## config.mk

```make
export PLATFORM = sky130hd
export DESIGN_NAME = vga_sync_pixel_capture
export DESIGN_NICKNAME = d
export VERILOG_FILES = /design/src/rtl/vsc_pkg.sv /design/src/rtl/vga_sync_pixel_capture.sv
export SDC_FILE = /design/constraint.sdc
export NUM_CORES = 1
export LEC_CHECK = 0
export ABC_AREA = 1
export ABC_CLOCK_PERIOD_IN_PS = 7350
export BUFFER_PORTS_ARGS = -buffer_cell sky130_fd_sc_hd__buf_2
export CAP_MARGIN = 30
export CORE_MARGIN = 2
export CORE_UTILIZATION = 55
export DETAILED_ROUTE_END_ITERATION = 8
export GPL_TIMING_DRIVEN = 0
export PLACE_DENSITY = 0.75
export SYNTH_ARGS = -nofsm -noshare
export SYNTH_HDL_FRONTEND = slang
export SYNTH_SLANG_ARGS = --single-unit
```

## constraint.sdc

```tcl
create_clock -name clock -period 7.35 [get_ports clock]
set_clock_uncertainty 0.2 [all_clocks]
set_input_delay 0 -clock clock [delete_from_list [all_inputs] [get_ports clock]]
set_output_delay 0 -clock clock [all_outputs]
set_load 0.01 [all_outputs]
```

## src/rtl/vsc_pkg.sv

```systemverilog
// ----------------------------------------------------------------------------
// vsc_pkg
// Shared widths, register codes and reset values for the video capture
// sync decoder.
// ----------------------------------------------------------------------------
package vsc_pkg;

   localparam int COUNT_BITS_DEF = 13;

   localparam int COORD_W  = 12;
   localparam int PORCH_W  = 10;
   localparam int COLOUR_W = 8;
   localparam int DEPTH_W  = 4;
   localparam int CSR_IDX_W  = 3;
   localparam int CSR_DATA_W = 12;

   // end of window, back porch plus active size, always fits here
   localparam int END_W = 13;

   localparam logic [COORD_W-1:0] H_ACTIVE_RST     = 12'd640;
   localparam logic [PORCH_W-1:0] H_BACK_PORCH_RST = 10'd48;
   localparam logic [COORD_W-1:0] V_ACTIVE_RST     = 12'd480;
   localparam logic [PORCH_W-1:0] V_BACK_PORCH_RST = 10'd33;
   localparam logic [DEPTH_W-1:0] COLOR_BITS_RST   = 4'd6;

   localparam logic [DEPTH_W-1:0] FULL_DEPTH = 4'd8;

   typedef enum logic [CSR_IDX_W-1:0] {
      CSR_H_ACTIVE     = 3'd0,
      CSR_H_BACK_PORCH = 3'd1,
      CSR_V_ACTIVE     = 3'd2,
      CSR_V_BACK_PORCH = 3'd3,
      CSR_COLOR_BITS   = 3'd4
   } csr_index_type;

endpackage

```

## src/rtl/vga_sync_pixel_capture.sv

```systemverilog
// ----------------------------------------------------------------------------
// vga_sync_pixel_capture
// Decodes active-low sync levels into line and frame position and emits
// one pixel write beat, scaled to 8-bit colour, for every sample taken.
// ----------------------------------------------------------------------------
//  channel | direction | handshake          | payload
//  req     | in        | req_valid/req_stall | sync levels, rgb sample
//  rsp     | out       | rsp_valid/rsp_stall | pixel write, frame and line flags
//  csr     | in        | csr_valid/csr_ready | register index, write data
//
//  one sample per cycle unless rsp is stalled: a beat taken at an edge is registered there and shows at rsp
//  the counters and the result register are the only state on the path
//  reset clears the counters, loads register defaults and empties rsp
//  req_stall is high only while a result is held and rsp_stall is high
// ----------------------------------------------------------------------------
module vga_sync_pixel_capture #(
   parameter int COUNT_BITS = vsc_pkg::COUNT_BITS_DEF
) (
   input  logic                           clock,
   input  logic                           reset,
   input  logic                           req_valid,
   output logic                           req_stall,
   input  logic                           req_vsync_level,
   input  logic                           req_hsync_level,
   input  logic [vsc_pkg::COLOUR_W-1:0]   req_red_in,
   input  logic [vsc_pkg::COLOUR_W-1:0]   req_green_in,
   input  logic [vsc_pkg::COLOUR_W-1:0]   req_blue_in,
   output logic                           rsp_valid,
   input  logic                           rsp_stall,
   output logic                           rsp_pixel_valid,
   output logic [vsc_pkg::COORD_W-1:0]    rsp_pixel_x,
   output logic [vsc_pkg::COORD_W-1:0]    rsp_pixel_y,
   output logic [vsc_pkg::COLOUR_W-1:0]   rsp_red_out,
   output logic [vsc_pkg::COLOUR_W-1:0]   rsp_green_out,
   output logic [vsc_pkg::COLOUR_W-1:0]   rsp_blue_out,
   output logic                           rsp_frame_done,
   output logic                           rsp_line_advanced,
   input  logic                           csr_valid,
   output logic                           csr_ready,
   input  logic [vsc_pkg::CSR_IDX_W-1:0]  csr_index,
   input  logic [vsc_pkg::CSR_DATA_W-1:0] csr_data
);
   import vsc_pkg::*;

   localparam int CMP_W = (COUNT_BITS > END_W) ? COUNT_BITS : END_W;
   localparam logic [COUNT_BITS-1:0] CNT_MAX = {COUNT_BITS{1'b1}};

   // configuration registers
   logic [COORD_W-1:0] h_active_ff;
   logic [PORCH_W-1:0] h_back_porch_ff;
   logic [COORD_W-1:0] v_active_ff;
   logic [PORCH_W-1:0] v_back_porch_ff;
   logic [DEPTH_W-1:0] color_bits_ff;

   logic [COUNT_BITS-1:0] h_count_ff, h_count_in;
   logic [COUNT_BITS-1:0] v_count_ff, v_count_in;

   logic                rsp_valid_ff, rsp_valid_in;
   logic                pixel_valid_ff, pixel_valid_in;
   logic [COORD_W-1:0]  pixel_x_ff, pixel_x_in;
   logic [COORD_W-1:0]  pixel_y_ff, pixel_y_in;
   logic [COLOUR_W-1:0] red_ff, red_in;
   logic [COLOUR_W-1:0] green_ff, green_in;
   logic [COLOUR_W-1:0] blue_ff, blue_in;
   logic                frame_done_ff, frame_done_in;
   logic                line_ff, line_in;

   logic                  take;
   logic [COUNT_BITS-1:0] hc, vc;
   logic [CMP_W-1:0]      hc_w, vc_w, h_next_w;
   logic [CMP_W-1:0]      h_bp_w, v_bp_w, h_end_w, v_end_w;
   logic                  active;
   logic [CMP_W-1:0]      x_diff, y_diff;
   logic [END_W-1:0]      x_inc, y_inc;
   logic [DEPTH_W-1:0]    depth, shift;

   assign csr_ready = 1'b1;

   always_ff @(posedge clock) begin
      if (reset) begin
         h_active_ff     <= H_ACTIVE_RST;
         h_back_porch_ff <= H_BACK_PORCH_RST;
         v_active_ff     <= V_ACTIVE_RST;
         v_back_porch_ff <= V_BACK_PORCH_RST;
         color_bits_ff   <= COLOR_BITS_RST;
      end else if (csr_valid && csr_ready) begin
         case (csr_index)
            CSR_H_ACTIVE:     h_active_ff     <= csr_data[COORD_W-1:0];
            CSR_H_BACK_PORCH: h_back_porch_ff <= csr_data[PORCH_W-1:0];
            CSR_V_ACTIVE:     v_active_ff     <= csr_data[COORD_W-1:0];
            CSR_V_BACK_PORCH: v_back_porch_ff <= csr_data[PORCH_W-1:0];
            CSR_COLOR_BITS:   color_bits_ff   <= csr_data[DEPTH_W-1:0];
            default: ;
         endcase
      end
   end

   assign req_stall = rsp_valid_ff && rsp_stall;
   assign take      = req_valid && !req_stall;

   always_comb begin
      // sync low clears the counter before the window test
      hc = req_hsync_level ? h_count_ff : '0;
      vc = req_vsync_level ? v_count_ff : '0;

      hc_w    = CMP_W'(hc);
      vc_w    = CMP_W'(vc);
      h_bp_w  = CMP_W'(h_back_porch_ff);
      v_bp_w  = CMP_W'(v_back_porch_ff);
      h_end_w = CMP_W'(h_back_porch_ff) + CMP_W'(h_active_ff);
      v_end_w = CMP_W'(v_back_porch_ff) + CMP_W'(v_active_ff);

      active = (vc_w >= v_bp_w) && (vc_w < v_end_w) &&
               (hc_w >= h_bp_w) && (hc_w < h_end_w);

      x_diff = hc_w - h_bp_w;
      y_diff = vc_w - v_bp_w;
      x_inc  = END_W'(x_diff[COORD_W-1:0]) + END_W'(1);
      y_inc  = END_W'(y_diff[COORD_W-1:0]) + END_W'(1);

      depth = (color_bits_ff > FULL_DEPTH) ? FULL_DEPTH : color_bits_ff;
      shift = FULL_DEPTH - depth;

      pixel_valid_in = active;
      if (active) begin
         pixel_x_in    = x_diff[COORD_W-1:0];
         pixel_y_in    = y_diff[COORD_W-1:0];
         red_in        = req_red_in << shift;
         green_in      = req_green_in << shift;
         blue_in       = req_blue_in << shift;
         frame_done_in = (x_inc == END_W'(h_active_ff)) &&
                         (y_inc == END_W'(v_active_ff));
      end else begin
         pixel_x_in    = '0;
         pixel_y_in    = '0;
         red_in        = '0;
         green_in      = '0;
         blue_in       = '0;
         frame_done_in = 1'b0;
      end

      // saturating advance, line flag uses the new horizontal count
      h_count_in = (req_hsync_level && (hc != CNT_MAX)) ? hc + COUNT_BITS'(1) : hc;
      h_next_w   = CMP_W'(h_count_in);
      line_in    = req_vsync_level && (h_next_w == h_end_w);
      v_count_in = (line_in && (vc != CNT_MAX)) ? vc + COUNT_BITS'(1) : vc;

      rsp_valid_in = take ? 1'b1 : (rsp_valid_ff && rsp_stall);
   end

   always_ff @(posedge clock) begin
      if (reset) begin
         h_count_ff   <= '0;
         v_count_ff   <= '0;
         rsp_valid_ff <= 1'b0;
      end else begin
         rsp_valid_ff <= rsp_valid_in;
         if (take) begin
            h_count_ff <= h_count_in;
            v_count_ff <= v_count_in;
         end
      end
   end

   always_ff @(posedge clock) begin
      if (take) begin
         pixel_valid_ff <= pixel_valid_in;
         pixel_x_ff     <= pixel_x_in;
         pixel_y_ff     <= pixel_y_in;
         red_ff         <= red_in;
         green_ff       <= green_in;
         blue_ff        <= blue_in;
         frame_done_ff  <= frame_done_in;
         line_ff        <= line_in;
      end
   end

   assign rsp_valid         = rsp_valid_ff;
   assign rsp_pixel_valid   = pixel_valid_ff;
   assign rsp_pixel_x       = pixel_x_ff;
   assign rsp_pixel_y       = pixel_y_ff;
   assign rsp_red_out       = red_ff;
   assign rsp_green_out     = green_ff;
   assign rsp_blue_out      = blue_ff;
   assign rsp_frame_done    = frame_done_ff;
   assign rsp_line_advanced = line_ff;

endmodule

```

* Word-level counts from Yosys, hierarchy flattened *
Cells that the tools add are included.

word-level totals
  register bits after elaboration = 126
  output and inout bits = 54

cells by class
  add/subtract/negate cells = 9
  magnitude comparators = 5
  equality and inequality tests = 9
  shift operators = 3
  muxes and demuxes = 6
  reduce and logical (&&, ||, !) cells = 16

operators by type and width
  kind                                                  number
  2-to-1 mux 13 bit                                     4
  adder 10 x 12 -> 13 bit                               2
  adder 12 x 1 -> 13 bit (second input constant)        2
  adder 13 x 1 -> 13 bit (second input constant)        2
  equality test 13 x 12 -> 1 bit                        2
  >= comparator 13 x 10 -> 1 bit                        2
  < comparator 13 bit                                   2
  inequality test 13 bit (second input constant)        2
  left shift 8 x 4 -> 8 bit                             3
  subtractor 12 x 10 -> 12 bit                          2
  equality test 13 bit                                  1
  AND reduction 2 bit                                   5
  logical AND 1 bit                                     9
  equality test 3 x 2 -> 1 bit (second input constant)  2
  > comparator 4 bit (second input constant)            1
  2-to-1 mux 4 bit                                      1
  subtractor 4 bit (first input constant)               1
  equality test 3 x 1 -> 1 bit (second input constant)  1
  equality test 3 bit (second input constant)           1
  zero test 3 bit                                       1
  zero test 1 bit                                       1
  2-to-1 mux 1 bit                                      1

* Longest topological paths before layout *
Gate-level depths: netlist of run 1.

  word-level depth = 8
  mapped depth = 28

* Worst setup path after synthesis of run 1 *
Ideal clock, no wire load.

  path kind = reg2reg
  start point = reg v_active_ff[0]
  end point = reg blue_ff[6] (netlist: rsp_blue_out[6]) (data pin)
  library setup time = 167 ps
  data arrival time = 3,519 ps
  data required time = 6,983 ps
  slack = 3,464 ps
  stages on the path, launching flop included = 26
  cells stage by stage = dfxtp_1 -> ha_1 -> inv_1 -> fa_1 -> o21ai_0 -> a21oi_1 -> o21bai_1 -> a21oi_1 -> o21ai_0 -> nand2_1 -> nand2_1 -> a21oi_1 -> xor2_1 -> ha_1 -> nand2_1 -> inv_1 -> o21ai_0 -> nand2_1 -> a21oi_1 -> nand3_1 -> nor2_1 -> nand2_2 -> inv_2 -> nand2_1 -> buf_2 -> a211oi_1

between the ends
  word-level cells in the longest chain between the ends = 5

ends and longest elaborated chain
  what                             RTL line                       RTL
  from (decl)                      vga_sync_pixel_capture.sv:51   logic [COORD_W-1:0] v_active_ff;
  from (signal assigned)           vga_sync_pixel_capture.sv:90   CSR_V_ACTIVE: v_active_ff <= csr_data[COORD_W-1:0];
  adder 10 x 12 -> 13 bit          vga_sync_pixel_capture.sv:111  v_end_w = CMP_W'(v_back_porch_ff) + CMP_W'(v_active_ff);
  < comparator 13 bit              vga_sync_pixel_capture.sv:113  active = (vc_w >= v_bp_w) && (vc_w < v_end_w) &&
  logical AND 1 bit (2 in series)  vga_sync_pixel_capture.sv:113
  logical AND 1 bit                vga_sync_pixel_capture.sv:114  (hc_w >= h_bp_w) && (hc_w < h_end_w);
  named net active                 vga_sync_pixel_capture.sv:72   logic active;
  to (signal assigned)             vga_sync_pixel_capture.sv:172  blue_ff <= blue_in;
  to (decl)                        vga_sync_pixel_capture.sv:64   logic [COLOUR_W-1:0] blue_ff, blue_in;

The timed path passes the listed nets, and every way through them passes these cells.
A chain may end at the register's enable or synchronous reset.

* Worst setup path after layout of run 1 *
Ends and elaborated chain as after synthesis.

==> out/qor.csv, run 1 <==
stage,metric,value,unit
place,global placement routability congestion,0.960,
route,DRC violations left,0,
die,die area,0.0190,mm^2
sta,Setup WS post-layout,2240,ps
clock_tree,Worst-Skew Late Latency,440,ps
grt,gr usage total,32.8,%
critical_path,Crit-path slowest cell,fa_1,
power_and_ir_drop,Static Leak,6.12,nW
route,vias per cell,5.59,
clock_tree,buffers inserted by post-CTS timing repair,0,
die,I/O pin total,100,
grt,vias in the first global route,9530,
sta,Tightest Pin Transition,851,ps
critical_path,worst r2r path cells,25,
worst_hold_path,hold path cells,8,
route,DRT iter0 DRCs,1021,
sta,slew margin rel.,43.3,%
critical_path,Worst Path Arrival,5050,ps
critical_path,CP Buf/Inv Count,4,
clock_tree,CTS tree,done,
die,Core Region,0.0174,mm^2
grt,first-pass GRT wire length,47.6,mm
critical_path,flop2flop setup slack,2240,ps
status,outcome,"complete, no violations",
die,row count,48,
sta,Max Freq,196,MHz
die,die height,138,um
route,Post-DRT Antenna Nets,0,
sta,Final Hold Vio Count,0,
grt,gr ovfl total,0,
synthesis,post-synthesis sequential area ratio,30.8,%
synthesis,Cell variety after synth,47,
critical_path,CP top delay family,simple AND/OR/NAND/NOR gates,
layout,fin area,0.0117,mm^2
synthesis,post-synth net total,1605,
critical_path,CP peak stage delay,400,ps
grt,largest net degree at the start of global routing,61,
synthesis,Main synth FF type,dfxtp_1,
route,DRT Pass-1 Iters,8,
critical_path,Crit path required time,7300,ps
critical_path,critical path's most frequent cell,nand2_1,
critical_path,Startpoint Class,flip-flop,
synthesis,"EDFF count, synth",51,
critical_path,launch instance of the worst register-to-register path,v_active_ff[0],
worst_hold_path,WHS Endpoint,v_count_ff[5],
place,DP HPWL,23.6,mm
synthesis,Mapped Cells,1490,
synthesis,synthesized flop and latch total,126,
layout,# nets final,1766,
clock_tree,CTS max path bufs,2,
worst_hold_path,worst hold path type,input pin to flip-flop,
sta,period utilization,69.5,%
sta,setup TNS,0,ps
clock_tree,"Clk pin slew, worst setup/hold paths",60,ps
sta,RSZ-0062 raised after global routing,no,
layout,final core utilization,66.9,%
power_and_ir_drop,Power Dens Cells,176,mW/mm^2
power_and_ir_drop,worst ir drop on vdd,0.169,mV
worst_hold_path,Hold Crit Start,rsp_stall,
place,IO Port Bufs,95,
synthesis,Syn Area/Cell,6.61,um^2
critical_path,Crit Path Category,flip-flop to flip-flop,
layout,diode count,0,
layout,Area Overhead vs Synth,18.4,%
place,dpl cell area,0.0106,mm^2
clock_tree,Root Driver,clkbuf_16,
route,Avg WL per Cell,16.3,um
synthesis,Post-Syn Area,0.00985,mm^2
place,Post-Place Setup Slack,2330,ps
sta,"Setup violations, final",0,
die,initial core utilization,56.5,%
layout,layout cells sized above 1,10.2,%
critical_path,crit end category,flip-flop,
grt,initial antenna violation count,0,
clock_tree,clk sinks,126,
die,Die Wd,138,um
sta,Period minus WS final,5110,ps
synthesis,Ys Warns,0,
run,max-cap viol count,0,
clock_tree,# H-tree levels,4,
critical_path,reg-to-reg endpoint,rsp_blue_out[6],
sta,final slew viol count,0,
synthesis,Async SR Flop Fraction,0,%
route,vias post-DR,10600,
route,final WL,30.8,mm
critical_path,CP max FO,10,
clock_tree,CTS Buf Count,17,
[worst reg2reg max path: stages (launching register included)]
cell	delay, ps
dfxtp_1	380
ha_1	210
inv_1	60
fa_1	400
o21ai_0	310
a21oi_1	110
o21bai_1	220
a21oi_1	110
o21ai_0	260
nand2_1	90
nand2_1	70
a21oi_1	80
nand3b_1	170
ha_1	310
nand2_1	50
inv_1	70
nand3_1	110
nor3_1	220
o21ai_0	170
nand3_1	280
nor2_1	120
nand2_2	250
inv_2	100
nand2_1	130
buf_2	260
a211oi_1	80
[layout by cell type (no fill, tap or decap), drive strengths merged, types with 2 or more instances in the layout]
cell type,instances
nor3b,3
xnor2,13
ha,65
buf,108
nor2,168
nand4,31
a21oi,95
o32a,2
nand3b,8
or2,2
fa,4
o21ai,93
o21bai,7
nand3,118
inv,231
nand2,399
clkbuf,48
dlygate4sd3,47
mux2i,3
dfxtp,75
clkinv,6
xor2,23
o211ai,12
a31oi,6
a211oi,10
edfxtp,51
nor3,26
[layout make-up]
| cell class | instances | area, um^2 |
|---|---|---|
| flip-flops and latches | 126 | 3030 |
| fillers | 1555 | 5760 |
| plain buffers | 44 | 208 |
| repair buffers | 142 | 946 |
| clock inverters | 15 | 151 |
| well taps | 225 | 282 |
| multi-input cells | 1097 | 5770 |
| inverters | 223 | 837 |
| clock buffers | 17 | 425 |
[stage by stage]
| stage | total power (W) | hold slack [ps] | std cells |
|---|---|---|---|
| final | 0.00205 | 25.1 | 1889 |
| after global routing | 0.00213 | 64.5 | 1889 |
| after CTS | 0.00204 | 2.10 | 1889 |
| after detailed placement | 0.00119 | 50.4 | 1810 |
| after global placement | 0.00118 | 44.0 | 1810 |
| after floorplan | 0.00106 | -86.8 | 1490 |
[Yosys cell counts, types with 10 or more instances]
cell type / count / share of area (%)
nor3_1: 23 / 1.2
a21oi_1: 95 / 4.8
nand2_1: 389 / 15
nand4_1: 31 / 2.0
clkbuf_1: 31 / 1.2
xnor2_1: 13 / 1.2
o21ai_0: 92 / 4.7
ha_1: 65 / 8.3
edfxtp_1: 51 / 16
o211ai_1: 12 / 0.91
xor2_1: 23 / 2.0
inv_1: 219 / 8.3
nand3_1: 115 / 5.8
nor2_1: 159 / 6.1
a211oi_1: 10 / 0.76
dfxtp_1: 75 / 15
[metal layers]
metal / vias to the layer above / track usage, % / wire [um] / share of wire, %
met2: 538 / 53.1 / 14100 / 46
li1: 5200 / - / - / -
met3: 82 / 5.96 / 2740 / 8.9
met1: 4748 / 43.4 / 12900 / 42
met4: 0 / 12.7 / 1040 / 3.4
met5: - / 0 / 0 / 0
[state kept, by name, summed over array words and instances, names as in the netlist]
signal	cells
h_count_ff	13
v_count_ff	13
h_active_ff	12
rsp_pixel_x	12
rsp_pixel_y	12
v_active_ff	12
h_back_porch_ff	10
v_back_porch_ff	10
rsp_blue_out	8
rsp_green_out	8
rsp_red_out	8
color_bits_ff	4
rsp_frame_done	1
rsp_line_advanced	1
rsp_pixel_valid	1
rsp_valid	1
[kinds of logic after synthesis]
group / Yosys count / share of synthesized area (%)
AOI/OAI and AO/OA: 232 / 13.0
xor gates and xnor gates: 36 / 3.20
adders and majority gates: 69 / 9.07
buffers and inverters: 267 / 10.6
DFF: 126 / 30.8
muxes: 3 / 0.305
other: 1 / 0.0381
and+or+nand+nor: 756 / 33.0
[worst max path at each step]
stage | start | to | slack (ps) | depth (start not counted)
5_1_grt | v_active_ff[0] | rsp_red_out[7] | 1930 | 25
3_5_place_dp | v_active_ff[0] | rsp_red_out[7] | 2330 | 25
6_report | v_active_ff[0] | rsp_blue_out[6] | 2240 | 25
2_1_floorplan | v_active_ff[0] | rsp_blue_out[6] | 3460 | 25
3_3_place_gp | v_active_ff[0] | rsp_red_out[7] | 2420 | 25
4_1_cts | v_active_ff[0] | rsp_red_out[7] | 2270 | 25
[where the power goes]
group	switching (W)	internal (W)
clock	0.000369	0.000477
sequential	0.0000170	0.000754
combinational	0.000285	0.000150
[repair_timing]
| item | CTS | global route |
|---|---|---|
| resized for setup | 0 | 0 |
| hold endpoints to repair | 75 | 0 |
| hold buffers | 47 | 0 |
Note: power is estimated with default switching activity, not from simulation.
==> run 2: changes to the inputs <==
--- a/config.mk
+++ b/config.mk
@@ -6,14 +6,14 @@
 export NUM_CORES = 1
 export LEC_CHECK = 0
 export ABC_AREA = 1
-export ABC_CLOCK_PERIOD_IN_PS = 7350
+export ABC_CLOCK_PERIOD_IN_PS = 4400
 export BUFFER_PORTS_ARGS = -buffer_cell sky130_fd_sc_hd__buf_2
 export CAP_MARGIN = 30
 export CORE_MARGIN = 2
 export CORE_UTILIZATION = 55
 export DETAILED_ROUTE_END_ITERATION = 8
 export GPL_TIMING_DRIVEN = 0
-export PLACE_DENSITY = 0.75
+export PLACE_DENSITY = 0.78
 export SYNTH_ARGS = -nofsm -noshare
 export SYNTH_HDL_FRONTEND = slang
 export SYNTH_SLANG_ARGS = --single-unit
==> constraint.sdc (replaced) <==
create_clock -name clock -period 4.4 [get_ports clock]
set_clock_uncertainty 0.2 [all_clocks]
set_input_delay 0 -clock clock [delete_from_list [all_inputs] [get_ports clock]]
set_output_delay 0 -clock clock [all_outputs]
set_load 0.01 [all_outputs]
==> out/qor.csv, run 2 (synthesized netlist as in run 1, its figures left out) <==
stage,metric,value,unit,change
layout,diode count,0,,unchanged
route,final WL,31.1,mm,+1.1%
clock_tree,CTS tree,done,,
route,vias post-DR,10700,,+1.2%
status,outcome,"finished, violations left",,
die,initial core utilization,56.5,%,unchanged
layout,Layout Cells excl Fill,1895,,+0.32%
route,Post-DRT Antenna Nets,0,,unchanged
sta,slew margin rel.,42.1,%,-1.2 points
critical_path,Worst Path Arrival,4320,ps,-730 ps
power_and_ir_drop,total power,0.00353,W,+72%
sta,Max Freq,235,MHz,+20%
layout,"most common cell after layout, fill and taps aside",nand2_1,,
layout,largest registers,"h_count_ff: 13 flops, v_count_ff: 13 flops",,
grt,vias in the first global route,9766,,+2.5%
place,IO Port Bufs,95,,unchanged
critical_path,critical path's most frequent cell,nand2_1,,
die,die height,138,um,unchanged
clock_tree,Root Driver,clkbuf_16,,
route,DRC violations left,0,,unchanged
power_and_ir_drop,Psw,0.00112,W,+66%
die,I/O pin total,100,,unchanged
critical_path,crit end category,flip-flop,,
critical_path,Crit-path slowest cell,fa_2,,
sta,Period minus WS final,4260,ps,-845 ps
layout,Area Overhead vs Synth,20.0,%,
worst_hold_path,worst hold path type,input pin to flip-flop,,
sta,Final Hold Vio Count,1,,+1
sta,Tightest Pin Transition,868,ps,+17.5 ps
place,dpl cell area,0.0106,mm^2,unchanged
power_and_ir_drop,clock network power share,42.5,%,+1.3 points
power_and_ir_drop,Gate power share,21.0,%,-0.2 points
place,placed instance count,1810,,unchanged
grt,first-pass GRT wire length,48.5,mm,+1.9%
critical_path,CP max FO,10,,unchanged
critical_path,CP Buf/Inv Count,4,,unchanged
layout,most frequent cells in the layout,"nand2_1, inv_1, nor2_1",,
critical_path,Startpoint Class,flip-flop,,
critical_path,CP peak stage delay,360,ps,-40 ps
power_and_ir_drop,switching share of power,31.6,%,-1.1 points
die,row count,48,,unchanged
critical_path,Crit path required time,4450,ps,-2850 ps
route,DRT Pass-1 Iters,6,,-2
die,Core Region,0.0174,mm^2,unchanged
sta,final slew viol count,0,,unchanged
route,DRT iter0 DRCs,1187,,+16%
place,global placement routability congestion,0.973,,+1.3%
power_and_ir_drop,Power Dens Cells,299,mW/mm^2,+70%
layout,fin area,0.0118,mm^2,+1.4%
die,Die Wd,138,um,unchanged
layout,layout cells sized above 1,11.6,%,+1.3 points
route,vias per cell,5.64,,+0.90%
sta,period utilization,96.9,%,+27 points
route,Avg WL per Cell,16.4,um,+0.81%
power_and_ir_drop,Pint,0.00242,W,+75%
power_and_ir_drop,worst ir drop on vdd,0.312,mV,+85%
critical_path,Crit Path Category,flip-flop to flip-flop,,
place,DP HPWL,23.3,mm,-1.4%
grt,gr ovfl total,0,,unchanged
sta,WHS,-26.4,ps,-51.5 ps
critical_path,flop2flop setup slack,140,ps,-2100 ps
grt,gr usage total,33.1,%,+0.32 points
clock_tree,"Clk pin slew, worst setup/hold paths",60,ps,about the same
sta,"Setup violations, final",0,,unchanged
power_and_ir_drop,sequential power share,36.5,%,-1.1 points
power_and_ir_drop,Static Leak,6.19,nW,+1.1%
clock_tree,clk sinks,126,,unchanged
grt,largest net degree at the start of global routing,61,,unchanged
clock_tree,# H-tree levels,4,,unchanged
grt,initial antenna violation count,0,,unchanged
status,failing checks,hold timing,,
clock_tree,Worst-Skew Late Latency,430,ps,about the same
layout,final core utilization,67.8,%,+0.93 points
clock_tree,CTS Buf Count,17,,unchanged
clock_tree,CTS max path bufs,2,,unchanged
critical_path,CP top delay family,compound AO/OA/AOI/OAI gates,,
run,max-cap viol count,0,,unchanged
layout,# nets final,1772,,+0.34%
die,die area,0.0190,mm^2,unchanged
run 2: stage by stage:
step	TNS [ps]	setup slack [ps]
finish	0	136
global route	-799	-101
CTS	0	41.6
detailed placement	-12320	-390
global placement	-7490	-267
floorplan	0	514
run 2: final cells by class:
type / count / area [um^2]
inverters: 223 / 837
repair buffers: 148 / 988
fillers: 1524 / 5600
clock buffers: 17 / 425
plain buffers: 44 / 223
multi-input cells: 1097 / 5840
clock inverters: 15 / 186
well taps: 225 / 282
flip-flops and latches: 126 / 3040
run 2: timing repair:
item,4_1_cts,5_1_grt
hold endpoints to repair,81,0
resized for setup,9,16
pin swaps,3,6
setup buffers,3,4
setup endpoints to repair,45,46
hold buffers,46,0
run 2: worst paths after layout:
check,depth (start not counted),from,endpoint
worst max-delay path,25,v_back_porch_ff[0],rsp_red_out[6]
worst min-delay path,5,req_red_in[7],rsp_red_out[7]
worst max register to register,25,v_back_porch_ff[0],rsp_red_out[6]
worst min register to register,2,v_count_ff[1],v_count_ff[1]
run 2: worst reg2reg max path, delay by kind of cell, from the launching register on:
| kind | cells | cell delay [ps] |
|---|---|---|
| compound gates | 9 | 1300 |
| xor+xnor | 1 | 160 |
| fa+ha+maj | 3 | 850 |
| buf+inv | 4 | 360 |
| flops | 1 | 350 |
| simple gates | 8 | 880 |
run 2: power by group through the flow:
stage          clock network (W)  registers, W  logic, W
2_1_floorplan                  0       0.00132  0.000459
3_3_place_gp                   0       0.00131  0.000656
3_5_place_dp                   0       0.00131  0.000667
4_1_cts                  0.00150       0.00129  0.000709
5_1_grt                  0.00155       0.00129  0.000823
6_report                 0.00150       0.00129  0.000742
run 2: routing by layer:
metal | GRT usage [%] | vias to the layer above | routed length, um
met5 | 0 | - | 0
met4 | 12.6 | 0 | 982
met3 | 5.59 | 91 | 3000
met2 | 53.7 | 565 | 14300
met1 | 44.2 | 4833 | 12800
li1 | - | 5208 | -
==> run 3: changes to the inputs <==
--- a/config.mk
+++ b/config.mk
@@ -12,7 +12,6 @@
 export CORE_MARGIN = 2
 export CORE_UTILIZATION = 55
 export DETAILED_ROUTE_END_ITERATION = 8
-export GPL_TIMING_DRIVEN = 0
 export PLACE_DENSITY = 0.78
 export SYNTH_ARGS = -nofsm -noshare
 export SYNTH_HDL_FRONTEND = slang
==> out/qor.csv, run 3 (synthesized netlist as in run 1, its figures left out) <==
stage,metric,value,unit,change
status,outcome,"finished, violations left",,
status,failing checks,hold timing,,
place,global placement routability congestion,0.990,,+1.7%
clock_tree,Worst-Skew Late Latency,430,ps,about the same
sta,Setup WS post-layout,294,ps,+158 ps
sta,WHS,-2.53,ps,+23.9 ps
critical_path,Worst Path Arrival,4160,ps,-160 ps
critical_path,Crit-path slowest cell,dfxtp_1,,
power_and_ir_drop,Psw,0.00109,W,-2.0%
critical_path,reg-to-reg endpoint,rsp_green_out[7],,
clock_tree,Root Driver,clkbuf_16,,
layout,diode count,0,,unchanged
critical_path,crit end category,flip-flop,,
critical_path,CP max FO,12,,+2
critical_path,Crit path required time,4450,ps,about the same
worst_hold_path,worst hold path type,input pin to flip-flop,,
place,Post-Place Setup Slack,26.9,ps,+417 ps
clock_tree,# H-tree levels,4,,unchanged
power_and_ir_drop,Pint,0.00235,W,-2.7%
sta,Tightest Pin Transition,609,ps,-259 ps
die,die height,138,um,unchanged
power_and_ir_drop,sequential power share,37.4,%,+0.9 points
critical_path,worst r2r path cells,24,,-4.0%
power_and_ir_drop,worst ir drop on vdd,0.303,mV,-2.8%
layout,"most common cell after layout, fill and taps aside",nand2_1,,
layout,# nets final,1739,,-1.9%
grt,largest net degree at the start of global routing,59,,-3.3%
critical_path,crit-path cells,"ha_2, inv_1, fa_2, o21ai_2, a21oi_1, o21bai_1, a21oi_1, o21ai_1, nand2_1, nand2_1, a21oi_1, xor2_1, ha_1, nand2_1, inv_1, o21ai_0, nand2_1, a21oi_1, nand3_1, nor2_1, nand2_2, inv_2, nand2_2, a211oi_1",,
critical_path,launch instance of the worst register-to-register path,v_back_porch_ff[0],,
critical_path,CP peak stage delay,360,ps,about the same
power_and_ir_drop,switching share of power,31.7,%,+0.15 points
layout,layout cells sized above 1,11.1,%,-0.44 points
worst_hold_path,WHS Endpoint,rsp_red_out[2],,
layout,largest registers,"h_count_ff: 13 flops, v_count_ff: 13 flops",,
route,vias per cell,5.56,,-1.5%
worst_hold_path,Hold Crit Start,req_red_in[2],,
sta,RSZ-0062 raised after global routing,no,,
sta,final slew viol count,0,,unchanged
layout,final core utilization,66.8,%,-1.0 points
clock_tree,buffers inserted by post-CTS timing repair,0,,-3
route,Post-DRT Antenna Nets,0,,unchanged
sta,"Setup violations, final",0,,unchanged
critical_path,Startpoint Class,flip-flop,,
clock_tree,CTS max path bufs,2,,unchanged
clock_tree,"Clk pin slew, worst setup/hold paths",70,ps,about the same
layout,most frequent cells in the layout,"nand2_1, inv_1, nor2_1",,
place,IO Port Bufs,98,,+3.2%
die,Core Region,0.0174,mm^2,unchanged
route,final WL,29.4,mm,-5.5%
grt,vias in the first global route,9283,,-4.9%
die,Die Wd,138,um,unchanged
die,die area,0.0190,mm^2,unchanged
sta,slew margin rel.,59.4,%,+17 points
clock_tree,CTS tree,done,,
route,vias post-DR,10400,,-3.2%
route,Avg WL per Cell,15.8,um,-3.8%
grt,gr ovfl total,0,,unchanged
layout,fillers,1527,,+0.20%
clock_tree,CTS Buf Count,17,,unchanged
power_and_ir_drop,Static Leak,6.12,nW,-1.0%
layout,Area Overhead vs Synth,18.2,%,
run,max-cap viol count,0,,unchanged
die,initial core utilization,56.5,%,unchanged
sta,period utilization,93.3,%,-3.6 points
worst_hold_path,hold path cells,7,,+2
power_and_ir_drop,Power Dens Cells,296,mW/mm^2,-1.0%
grt,initial antenna violation count,0,,unchanged
route,DRC violations left,0,,unchanged
critical_path,Crit Path Category,flip-flop to flip-flop,,
die,row count,48,,unchanged
power_and_ir_drop,Gate power share,21.0,%,about the same
critical_path,flop2flop setup slack,290,ps,+160 ps
clock_tree,clk sinks,126,,unchanged
power_and_ir_drop,clock network power share,41.7,%,-0.8 points
sta,Period minus WS final,4110,ps,-158 ps
grt,gr usage total,31.4,%,-1.7 points
sta,setup TNS,0,ps,unchanged
sta,Max Freq,244,MHz,+3.9%
sta,Final Hold Vio Count,1,,unchanged
die,I/O pin total,100,,unchanged
grt,first-pass GRT wire length,46.0,mm,-5.1%
route,DRT Pass-1 Iters,6,,unchanged
place,DP HPWL,22.0,mm,-5.4%
route,DRT iter0 DRCs,807,,-32%
[run 3: changes by cell type in the layout (fill, tap and decap cells not counted), moves of 3 or more]
| cell | before | now |
|---|---|---|
| dlygate4sd3_1 | 46 | 50 |
| buf_6 | 5 | 2 |
| clkbuf_1 | 30 | 0 |
| inv_6 | 2 | 5 |
[run 3: power groups by stage]
stage,sequential (W),combinational (W),clock [W]
finish,0.00129,0.000722,0.00144
global route,0.00129,0.000802,0.00148
CTS,0.00129,0.000700,0.00143
detailed placement,0.00131,0.000661,0
global placement,0.00131,0.000653,0
floorplan,0.00132,0.000459,0
[run 3: how the worst max path moves through the flow]
stage	startpoint	endpoint	slack (ps)	cells past startpoint
after floorplan	v_active_ff[0]	rsp_blue_out[6]	510	25
after global placement	v_active_ff[0]	rsp_green_out[0]	150	25
after detailed placement	v_active_ff[0]	rsp_blue_out[0]	30	25
after CTS	v_active_ff[0]	rsp_blue_out[0]	70	25
after global routing	v_active_ff[2]	rsp_green_out[6]	5	27
final	v_back_porch_ff[0]	rsp_green_out[7]	290	24
[run 3: critical path: cells and delay by family, from the launching register on]
| kind | cells | cell delay (ps) |
|---|---|---|
| compound gates | 9 | 1310 |
| flops | 1 | 360 |
| simple gates | 8 | 830 |
| xor+xnor | 1 | 150 |
| buf+inv | 3 | 210 |
| fa+ha+maj | 3 | 850 |
[run 3: layout make-up]
| cell class | count | area (um^2) | share of cell area [%] |
|---|---|---|---|
| Sequential cell | 126 | 3030 | 26.1 |
| Clock buffer | 17 | 425 | 3.66 |
| Clock inverter | 15 | 159 | 1.37 |
| Inverter | 223 | 837 | 7.19 |
| Tap cell | 225 | 282 | 2.42 |
| Timing Repair Buffer | 159 | 1080 | 9.29 |
| Multi-Input combinational cell | 1097 | 5820 | 50.0 |
[run 3: per-stage QoR]
| step | cells | total power [W] | hold WS, ps | area (um^2) |
|---|---|---|---|---|
| detailed placement | 1780 | 0.00197 | 70.7 | 10500 |
| finish | 1862 | 0.00344 | -2.53 | 11600 |
| floorplan | 1490 | 0.00178 | -86.8 | 9850 |
| global placement | 1780 | 0.00196 | 61.0 | 10500 |
| CTS | 1862 | 0.00342 | 0.375 | 11600 |
| global route | 1862 | 0.00358 | 74.6 | 11600 |
[run 3: repair_timing]
action                                  CTS  global route
resized for setup                         1            13
hold buffers                             50             0
endpoints found under the hold margin    89             0
endpoints found under the setup margin    2            49
pin swaps                                 0             4
[run 3: layer usage]
metal  part of all wire [%]  global-route usage (%)  vias to the layer above
met3                    6.5                    4.67                       81
met1                     43                    41.1                     4726
li1                       -                       -                     5140
met2                     47                    51.8                      410
met4                    3.3                    12.9                        0
met5                      0                       0                        -
